===== src/rtl/core/tlqs_pkg.sv =====
// Shared types and constants for the three-level queue scheduler.
// No dependencies.
package tlqs_pkg;

	localparam int NCLASS      = 3;
	localparam int CLASS_W     = 2;
	localparam int QUANTUM_W   = 4;
	localparam int PORT_ID_W   = 16;
	localparam int PORT_LEN_W  = 16;
	localparam int TIME_W      = 32;
	localparam int CFG_INDEX_W = 2;

	localparam logic [CFG_INDEX_W-1:0] CFG_QUANTUM_HIGH = 2'd0;
	localparam logic [CFG_INDEX_W-1:0] CFG_QUANTUM_MID  = 2'd1;
	localparam logic [CFG_INDEX_W-1:0] CFG_QUANTUM_LOW  = 2'd2;

	localparam logic [CLASS_W-1:0] CLASS_HIGH = 2'd0;
	localparam logic [CLASS_W-1:0] CLASS_MID  = 2'd1;

	localparam logic [QUANTUM_W-1:0] SLICE_MAX = 4'd15;

	// One result transaction.
	typedef struct packed {
		logic                  dropped;
		logic                  done_res;
		logic [CLASS_W-1:0]    run_class;
		logic                  run_valid;
		logic [TIME_W-1:0]     now;
		logic [PORT_ID_W-1:0]  run_id;
	} result_t;

endpackage


===== src/rtl/core/tlqs_ram.sv =====
// Generic single-port-write, single-port-read RAM with registered read.
// No dependencies.
module tlqs_ram #(
	parameter int WIDTH = 32,
	parameter int DEPTH = 48
) (
	input  logic                     clk,
	input  logic                     we,
	input  logic [$clog2(DEPTH)-1:0] waddr,
	input  logic [WIDTH-1:0]         wdata,
	input  logic                     re,
	input  logic [$clog2(DEPTH)-1:0] raddr,
	output logic [WIDTH-1:0]         rdata
);

	logic [WIDTH-1:0] mem_q [DEPTH];

	always_ff @(posedge clk) begin
		if (we) begin
			mem_q[waddr] <= wdata;
		end
		if (re) begin
			rdata <= mem_q[raddr];
		end
	end

endmodule


===== src/rtl/core/three_level_queue_scheduler_top.sv =====
// Three-level queue scheduler, top level: tick sequencer around one job RAM.
// Depends on tlqs_pkg and tlqs_ram.
//
// Each input transaction is one scheduler tick; each tick yields exactly one
// result transaction. The three class FIFOs share one RAM of 3*QUEUE_DEPTH
// entries (id and remaining length); heads and counts sit in flip-flops.
// A tick is worked through a sequencer: arrival push, then up to three job
// takes, each a registered RAM read, plus requeue writes. The single RAM read
// port serialises the takes: each take runs through the states TAKE and TDAT
// in turn, after a rotation, a preemption or a retirement.
// A new tick is accepted while the previous result still waits at the output
// register.
module three_level_queue_scheduler_top #(
	parameter int QUEUE_DEPTH = 16,
	parameter int ID_BITS     = 16,
	parameter int LENGTH_BITS = 16
) (
	input  logic        clk,
	input  logic        arst_n,
	input  logic        cfg_we,
	input  logic [1:0]  cfg_index,
	input  logic [3:0]  cfg_data,
	input  logic        s_tvalid,
	output logic        s_tready,
	input  logic [31:0] s_tdata,   // arrival_id, arrival_length
	input  logic [2:0]  s_tuser,   // arrival_valid, arrival_class
	output logic        m_tvalid,
	input  logic        m_tready,
	output logic [47:0] m_tdata,   // run_id, now
	output logic [4:0]  m_tuser    // run_valid, run_class, done_res, dropped
);

	localparam int NC     = tlqs_pkg::NCLASS;
	localparam int CW     = tlqs_pkg::CLASS_W;
	localparam int QW     = tlqs_pkg::QUANTUM_W;
	localparam int TW     = tlqs_pkg::TIME_W;
	localparam int HW     = (QUEUE_DEPTH > 1) ? $clog2(QUEUE_DEPTH) : 1;
	localparam int NW     = $clog2(QUEUE_DEPTH + 1);
	localparam int RDEPTH = NC * QUEUE_DEPTH;
	localparam int AW     = $clog2(RDEPTH);
	localparam int EW     = ID_BITS + LENGTH_BITS;

	localparam logic [2:0] ST_IDLE = 3'd0;
	localparam logic [2:0] ST_ARR  = 3'd1;
	localparam logic [2:0] ST_ROT  = 3'd2;
	localparam logic [2:0] ST_PRE  = 3'd3;
	localparam logic [2:0] ST_RUN  = 3'd4;
	localparam logic [2:0] ST_OUT  = 3'd5;
	localparam logic [2:0] ST_TAKE = 3'd6;
	localparam logic [2:0] ST_TDAT = 3'd7;

	localparam logic [NW-1:0] DEPTH_N = NW'(QUEUE_DEPTH);
	localparam logic [HW-1:0] LAST_H  = HW'(QUEUE_DEPTH - 1);

	logic [2:0]             state_q, ret_q;
	logic [QW-1:0]          qh_q, qm_q, ql_q;
	logic [HW-1:0]          head_q [NC];
	logic [NW-1:0]          count_q [NC];
	logic                   run_v_q;
	logic [ID_BITS-1:0]     run_id_q;
	logic [LENGTH_BITS-1:0] run_rem_q;
	logic [CW-1:0]          run_cls_q;
	logic [QW-1:0]          slice_q;
	logic [TW-1:0]          time_q;
	logic                   a_valid_q, arrived_q, dropped_q;
	logic [CW-1:0]          a_cls_q;
	logic [ID_BITS-1:0]     a_id_q;
	logic [LENGTH_BITS-1:0] a_len_q;
	tlqs_pkg::result_t      res_q, out_q;
	logic                   out_v_q;

	logic                   we, re;
	logic [AW-1:0]          waddr, raddr;
	logic [EW-1:0]          wdata, rdata;

	logic                   any_ne;
	logic [CW-1:0]          first_ne;
	logic [QW-1:0]          quantum;
	logic [HW-1:0]          rot_head;

	function automatic logic [AW-1:0] slot(input logic [CW-1:0] c, input logic [HW-1:0] h,
		input logic [NW-1:0] n);
		logic [AW+NW:0] s;
		s = (AW+NW+1)'(c) * (AW+NW+1)'(QUEUE_DEPTH) + (AW+NW+1)'(h) + (AW+NW+1)'(n);
		if (s[AW+NW:0] >= (AW+NW+1)'(c) * (AW+NW+1)'(QUEUE_DEPTH) + (AW+NW+1)'(QUEUE_DEPTH)) begin
			s = s - (AW+NW+1)'(QUEUE_DEPTH);
		end
		return s[AW-1:0];
	endfunction

	always_comb begin
		any_ne   = 1'b0;
		first_ne = '0;
		for (int c = NC - 1; c >= 0; c--) begin
			if (count_q[c] != '0) begin
				any_ne   = 1'b1;
				first_ne = CW'(c);
			end
		end
	end

	always_comb begin
		case (run_cls_q)
			tlqs_pkg::CLASS_HIGH: quantum = qh_q;
			tlqs_pkg::CLASS_MID:  quantum = qm_q;
			default:              quantum = ql_q;
		endcase
		if (quantum == '0) begin
			quantum = QW'(1);
		end
	end

	assign rot_head = (head_q[first_ne] == LAST_H) ? '0 : head_q[first_ne] + HW'(1);

	// RAM port control
	always_comb begin
		we    = 1'b0;
		wdata = {a_len_q, a_id_q};
		waddr = slot(a_cls_q, head_q[a_cls_q], count_q[a_cls_q]);
		if (state_q == ST_ARR) begin
			we = a_valid_q && (count_q[a_cls_q] < DEPTH_N);
		end else if ((state_q == ST_ROT || state_q == ST_PRE) && run_v_q) begin
			wdata = {run_rem_q, run_id_q};
			waddr = slot(run_cls_q, head_q[run_cls_q], count_q[run_cls_q]);
			if (state_q == ST_ROT) begin
				we = (slice_q >= quantum) && (count_q[run_cls_q] < DEPTH_N);
			end else begin
				we = arrived_q && (run_cls_q > a_cls_q) && (count_q[run_cls_q] < DEPTH_N);
			end
		end
		re    = (state_q == ST_TAKE) && any_ne;
		raddr = slot(first_ne, head_q[first_ne], '0);
	end

	tlqs_ram #(
		.WIDTH(EW),
		.DEPTH(RDEPTH)
	) u_ram (
		.clk  (clk),
		.we   (we),
		.waddr(waddr),
		.wdata(wdata),
		.re   (re),
		.raddr(raddr),
		.rdata(rdata)
	);

	assign s_tready = (state_q == ST_IDLE);
	assign m_tvalid = out_v_q;
	assign m_tdata  = {out_q.now, out_q.run_id};
	assign m_tuser  = {out_q.dropped, out_q.done_res, out_q.run_class, out_q.run_valid};

	always_ff @(posedge clk) begin
		if (s_tvalid && s_tready) begin
			a_cls_q <= s_tuser[2:1];
			a_id_q  <= ID_BITS'({16'd0, s_tdata[15:0]});
			a_len_q <= LENGTH_BITS'({16'd0, s_tdata[31:16]});
		end
	end

	always_ff @(posedge clk or negedge arst_n) begin
		if (!arst_n) begin
			state_q   <= ST_IDLE;
			ret_q     <= ST_ROT;
			qh_q      <= 4'd2;
			qm_q      <= 4'd4;
			ql_q      <= 4'd8;
			for (int c = 0; c < NC; c++) begin
				head_q[c]  <= '0;
				count_q[c] <= '0;
			end
			run_v_q   <= 1'b0;
			run_id_q  <= '0;
			run_rem_q <= '0;
			run_cls_q <= '0;
			slice_q   <= '0;
			time_q    <= '0;
			a_valid_q <= 1'b0;
			arrived_q <= 1'b0;
			dropped_q <= 1'b0;
			res_q     <= '0;
			out_q     <= '0;
			out_v_q   <= 1'b0;
		end else begin
			if (cfg_we) begin
				case (cfg_index)
					tlqs_pkg::CFG_QUANTUM_HIGH: qh_q <= cfg_data;
					tlqs_pkg::CFG_QUANTUM_MID:  qm_q <= cfg_data;
					tlqs_pkg::CFG_QUANTUM_LOW:  ql_q <= cfg_data;
					default: ;
				endcase
			end
			if (state_q == ST_OUT && (!out_v_q || m_tready)) begin
				out_v_q <= 1'b1;
			end else if (m_tvalid && m_tready) begin
				out_v_q <= 1'b0;
			end
			case (state_q)
				ST_IDLE: begin
					if (s_tvalid) begin
						a_valid_q <= s_tuser[0] && (s_tuser[2:1] != 2'd3);
						state_q   <= ST_ARR;
					end
				end
				ST_ARR: begin
					arrived_q <= 1'b0;
					dropped_q <= 1'b0;
					if (a_valid_q) begin
						if (count_q[a_cls_q] < DEPTH_N) begin
							count_q[a_cls_q] <= count_q[a_cls_q] + NW'(1);
							arrived_q        <= 1'b1;
						end else begin
							dropped_q <= 1'b1;
						end
					end
					ret_q   <= ST_ROT;
					state_q <= run_v_q ? ST_ROT : ST_TAKE;
				end
				ST_ROT, ST_PRE: begin
					if (we) begin
						count_q[run_cls_q] <= count_q[run_cls_q] + NW'(1);
						ret_q   <= (state_q == ST_ROT) ? ST_PRE : ST_RUN;
						state_q <= ST_TAKE;
					end else begin
						// requeue wanted but FIFO full: keep running, restart slice
						if (run_v_q && ((state_q == ST_ROT) ? (slice_q >= quantum)
							: (arrived_q && run_cls_q > a_cls_q))) begin
							slice_q <= '0;
						end
						state_q <= (state_q == ST_ROT) ? ST_PRE : ST_RUN;
					end
				end
				ST_RUN: begin
					time_q <= time_q + TW'(1);
					if (slice_q < tlqs_pkg::SLICE_MAX) begin
						slice_q <= slice_q + QW'(1);
					end
					res_q.run_valid <= run_v_q;
					res_q.run_id    <= tlqs_pkg::PORT_ID_W'({32'd0, run_id_q});
					res_q.run_class <= run_cls_q;
					res_q.done_res  <= run_v_q && (run_rem_q <= LENGTH_BITS'(1));
					res_q.dropped   <= dropped_q;
					res_q.now       <= time_q + TW'(1);
					ret_q <= ST_OUT;
					if (run_v_q && run_rem_q > LENGTH_BITS'(1)) begin
						run_rem_q <= run_rem_q - LENGTH_BITS'(1);
						state_q   <= ST_OUT;
					end else begin
						run_rem_q <= '0;
						state_q   <= run_v_q ? ST_TAKE : ST_OUT;
					end
				end
				ST_OUT: begin
					if (!out_v_q || m_tready) begin
						out_q   <= res_q;
						state_q <= ST_IDLE;
					end
				end
				ST_TAKE: begin
					slice_q <= '0;
					if (any_ne) begin
						head_q[first_ne]  <= rot_head;
						count_q[first_ne] <= count_q[first_ne] - NW'(1);
						run_cls_q         <= first_ne;
						state_q           <= ST_TDAT;
					end else begin
						run_v_q   <= 1'b0;
						run_id_q  <= '0;
						run_rem_q <= '0;
						run_cls_q <= '0;
						state_q   <= ret_q;
					end
				end
				ST_TDAT: begin
					run_v_q   <= 1'b1;
					run_id_q  <= rdata[ID_BITS-1:0];
					run_rem_q <= rdata[EW-1:ID_BITS];
					state_q   <= ret_q;
				end
				default: state_q <= ST_IDLE;
			endcase
		end
	end

	for (genvar g = 0; g < NC; g++) begin : g_chk
		a_count_bound: assert property (@(posedge clk) disable iff (!arst_n)
			count_q[g] <= DEPTH_N)
			else $error("FIFO count beyond depth");
	end

	a_no_write_idle: assert property (@(posedge clk) disable iff (!arst_n)
		(state_q == ST_IDLE || state_q == ST_TAKE || state_q == ST_TDAT) |-> !we)
		else $error("RAM write outside push states");

	a_take_sets_run: assert property (@(posedge clk) disable iff (!arst_n)
		(state_q == ST_TDAT) |=> run_v_q)
		else $error("job take did not start a job");

	a_run_to_result: assert property (@(posedge clk) disable iff (!arst_n)
		(state_q == ST_RUN) |=> (state_q == ST_OUT || state_q == ST_TAKE))
		else $error("tick left run without result");

endmodule


===== config.mk =====
export PLATFORM = sky130hd
export DESIGN_NAME = three_level_queue_scheduler_top
export DESIGN_NICKNAME = d
export VERILOG_FILES = /design/src/rtl/core/tlqs_pkg.sv /design/src/rtl/core/tlqs_ram.sv /design/src/rtl/core/three_level_queue_scheduler_top.sv
export SDC_FILE = /design/constraint.sdc
export NUM_CORES = 2
export LEC_CHECK = 0
export ABC_CLOCK_PERIOD_IN_PS = 16600
export BUFFER_PORTS_ARGS = -buffer_cell sky130_fd_sc_hd__buf_2
export CORE_ASPECT_RATIO = 1.1
export CORE_MARGIN = 2
export CORE_UTILIZATION = 30
export DETAILED_ROUTE_END_ITERATION = 10
export SYNTH_ARGS = -nofsm -noshare
export SYNTH_HDL_FRONTEND = slang
export SYNTH_SLANG_ARGS = --single-unit

===== constraint.sdc =====
create_clock -name clk -period 16.6 [get_ports clk]
set_input_delay 0.83 -clock clk [delete_from_list [all_inputs] [get_ports clk]]
set_output_delay 0.83 -clock clk [all_outputs]
set_load 0.05 [all_outputs]

==> impl_metrics.json <==
{
  "status": "finished, final reports clean",
  "drive_gt1_share_pct": 11.5,
  "nFillCells": 23200,
  "synth_edf_count": 1602,
  "num_rows": 189,
  "cts_num_sinks": 1796,
  "seq_area_um2": 53000,
  "cp-end-kind": "register",
  "numPlacedInstances": 8842,
  "die_x_um": 474,
  "antenna_left": 0,
  "finalHoldViolCount": 0,
  "grt_pass1_wl_mm": 303,
  "slew_headroom_pct": 3.21,
  "portBuffers": 100,
  "synthMuxAreaShare_pct": 2.48,
  "synthArstFlopShare_pct": 10.8,
  "worst-setup-path-type": "register to register",
  "start_kind": "register",
  "post-route-period-util_pct": 43.8,
  "cts-root-buf": "clkbuf_16",
  "layout_common_cells": "nand2_1 (1,649), edfxtp_1 (1,602), nand3_1 (602), a21oi_1 (257), dfrtp_1 (190)",
  "grt_start_max_net_pins": 178,
  "antenna_found_initial": 23,
  "synth_compound_area_share_pct": 6.44,
  "seq_area_frac_synth_pct": 72.6,
  "synthAdderAreaFrac_pct": 0.792,
  "core_area_um2": 241000,
  "cp.arrival_ns": 7.70,
  "overflow": 0,
  "crit_slowest_cell": "nor2_4",
  "layout_commonest_cell": "nand2_1",
  "multiInputGateArea_um2": 19100,
  "synth.distinct_cells": 71,
  "synth_fp_nets": 5821,
  "syn_to_final_growth_pct": 14.3,
  "drc": 0,
  "die_height_um": 521,
  "final_nets": 5870,
  "synth-seq-cells": 1796,
  "syn_inst": 5730,
  "die-area_um2": 247000,
  "post_cts_buffers": 0,
  "wirelength_mm": 209,
  "cp_common_cell": "inv_1",
  "drv_cap": 0,
  "dp_hpwl_mm": 120,
  "hp-class": "primary input to register",
  "synth-xor-area-share_pct": 0.636,
  "drt_iter0_markers": 5777,
  "crit_fanout": 32,
  "tritoncts": "done",
  "yosys.area_share.simple_pct": 14.8,
  "synth_area_um2": 72900,
  "setup-violations-final": 0,
  "clkTransAtPathRegs_ns": 0.06,
  "htreeDepth": 4,
  "routed-via-count": 47100,
  "ys.flop_type": "edfxtp_1",
  "ioPinCount": 101,
  "slowest_delay_ns": 1.14,
  "clock_path_buffers": 3,
  "fin_cells": 9180,
  "rsz0062_at_grt": "no",
  "finalClockSkew_ns": 0.0651,
  "min_period_ns": 7.28,
  "post_drt_wl_per_cell_um": 22.7,
  "start_util_pct": 30.2,
  "syn_area_per_cell_um2": 12.7,
  "clk_latency_ns": 0.85,
  "viasPerCell": 5.13,
  "worstPathCellList": "inv_1 -> nor2_1 -> nand2_1 -> o21a_1 -> inv_1 -> ha_1 -> inv_1 -> fa_1 -> inv_1 -> a21oi_1 -> o21bai_1 -> xor2_1 -> inv_1 -> ha_1 -> nand3_1 -> nor2_1 -> a311oi_1 -> nor2_1 -> xor2_1 -> mux2i_1 -> nand3_1 -> nor2_4",
  "cts_made_buffers": 181,
  "grt_pass1_vias": 44400,
  "clock.fmax_mhz": 137,
  "crit_family": "simple AND/OR/NAND/NOR gates",
  "critPathBufInv": 5,
  "finalMaxSlewViolations": 0,
  "grt_usage_pct": 16.4,
  "synth_top_family_by_area": "simple AND/OR/NAND/NOR gates",
  "tns_ns": 0,
  "tightestPinTransition_ns": 1.42,
  "crit_required_ns": 17.03,
  "gp_congestion": 0.854,
  "drt_pass1_iterations": 7,
  "ys_warn_count": 0
}
-- worst paths after layout --
| path | from | to | slack [ns] | cells past startpoint |
|---|---|---|---|---|
| setup / recovery | run_cls_q[0] | u_ram.mem_q[25][13] | 9.32 | 22 |
| hold / removal | s_tdata[29] | a_len_q[13] | 0.17 | 1 |
| setup reg to reg | run_cls_q[0] | u_ram.mem_q[25][13] | 9.32 | 22 |
| hold reg to reg | res_q[7] | res_q[7] | 0.47 | 2 |
| max in group asynchronous | arst_n | m_tdata[25] | 13.85 | 4 |
| min in group asynchronous | arst_n | slice_q[1] | 0.50 | 2 |
-- through the flow --
step	hold WS (ns)	worst slack, ns	instance area, µm²	util, %
after floorplan	0.426	10.53	72900	-
after global placement	0.457	9.20	77700	32.2
after detailed placement	0.461	9.43	77700	32.2
after CTS	0.106	9.36	83400	34.5
after global routing	0.132	8.67	83400	34.5
final	0.166	9.32	83400	34.5
-- flip-flops by register name (all words and copies together), names as in the netlist, 2 cells and up --
name,flops
u_ram.mem_q,1536
res_q,53
m_tdata,48
u_ram.rdata,32
a_id_q,16
a_len_q,16
run_id_q,16
run_rem_q,16
count_q,15
head_q,12
m_tuser,5
qh_q,4
ql_q,4
qm_q,4
slice_q,4
ret_q,3
state_q,3
a_cls_q,2
run_cls_q,2
-- cell families after synthesis --
logic type      after synthesis
simple gates               2562
flops                      1796
compound gates              714
buf+inv                     394
mux                         166
xor+xnor                     53
fa+ha+maj                    45
-- synthesized netlist by cell type, types with 4 or more instances --
| cell | count | share of area [%] |
|---|---|---|
| xor2_1 | 19 | 0.23 |
| inv_1 | 43 | 0.22 |
| a32oi_1 | 4 | 0.048 |
| nand2_1 | 1650 | 8.5 |
| dfstp_2 | 4 | 0.14 |
| and3_1 | 35 | 0.30 |
| o311ai_0 | 32 | 0.38 |
| o21bai_1 | 6 | 0.062 |
| nand4_1 | 20 | 0.17 |
| nand3_1 | 607 | 4.2 |
| nor3_1 | 83 | 0.57 |
| mux2i_1 | 57 | 0.78 |
| o22ai_1 | 7 | 0.060 |
| nor2b_1 | 12 | 0.10 |
| and2_1 | 5 | 0.043 |
| mux2_2 | 108 | 1.7 |
| o22a_1 | 5 | 0.060 |
| edfxtp_1 | 1602 | 66 |
| o21a_1 | 4 | 0.041 |
| a21o_1 | 5 | 0.051 |
| o21ai_0 | 98 | 0.67 |
| o2bb2ai_1 | 13 | 0.16 |
| a31oi_1 | 104 | 0.89 |
| buf_2 | 140 | 0.96 |
| xnor2_1 | 34 | 0.41 |
| buf_1 | 45 | 0.23 |
| dfrtp_1 | 190 | 6.5 |
| a21oi_1 | 257 | 1.8 |
| a32o_1 | 31 | 0.43 |
| ha_1 | 43 | 0.74 |
| a22oi_1 | 8 | 0.082 |
| a222oi_1 | 12 | 0.16 |
| nand2b_1 | 10 | 0.086 |
| a2111oi_0 | 64 | 0.77 |
| nor2_1 | 115 | 0.59 |
| o221ai_1 | 39 | 0.47 |
| clkbuf_1 | 163 | 0.84 |
| nor4_1 | 7 | 0.060 |
-- layer usage --
metal / global-route usage [%] / vias to the layer above / share of wire (%)
li1: - / 21100 / -
met1: 22.7 / 23800 / 42
met2: 25.7 / 1971 / 46
met3: 2.79 / 310 / 8.2
met4: 5.96 / 10 / 3.4
met5: 0 / - / 0.033
-- layout make-up --
class | count | share of cell area (%)
antenna | 7 | 0.0210
clock buffer | 238 | 5.77
clock inverter | 92 | 1.01
inverter | 45 | 0.221
multi-input combinational | 3540 | 22.9
sequential | 1796 | 63.5
tap | 3247 | 4.87
timing repair buffer | 215 | 1.71
-- what timing repair did --
action / 4_1_cts / 5_1_grt
resized for setup: 0 / 0
endpoints found under the hold margin: 46 / 0
hold buffers: 1 / 0
Power is left out: the tool's default activity adds up to more than one toggle a clock period on the data nets, which glitch-free logic cannot reach.
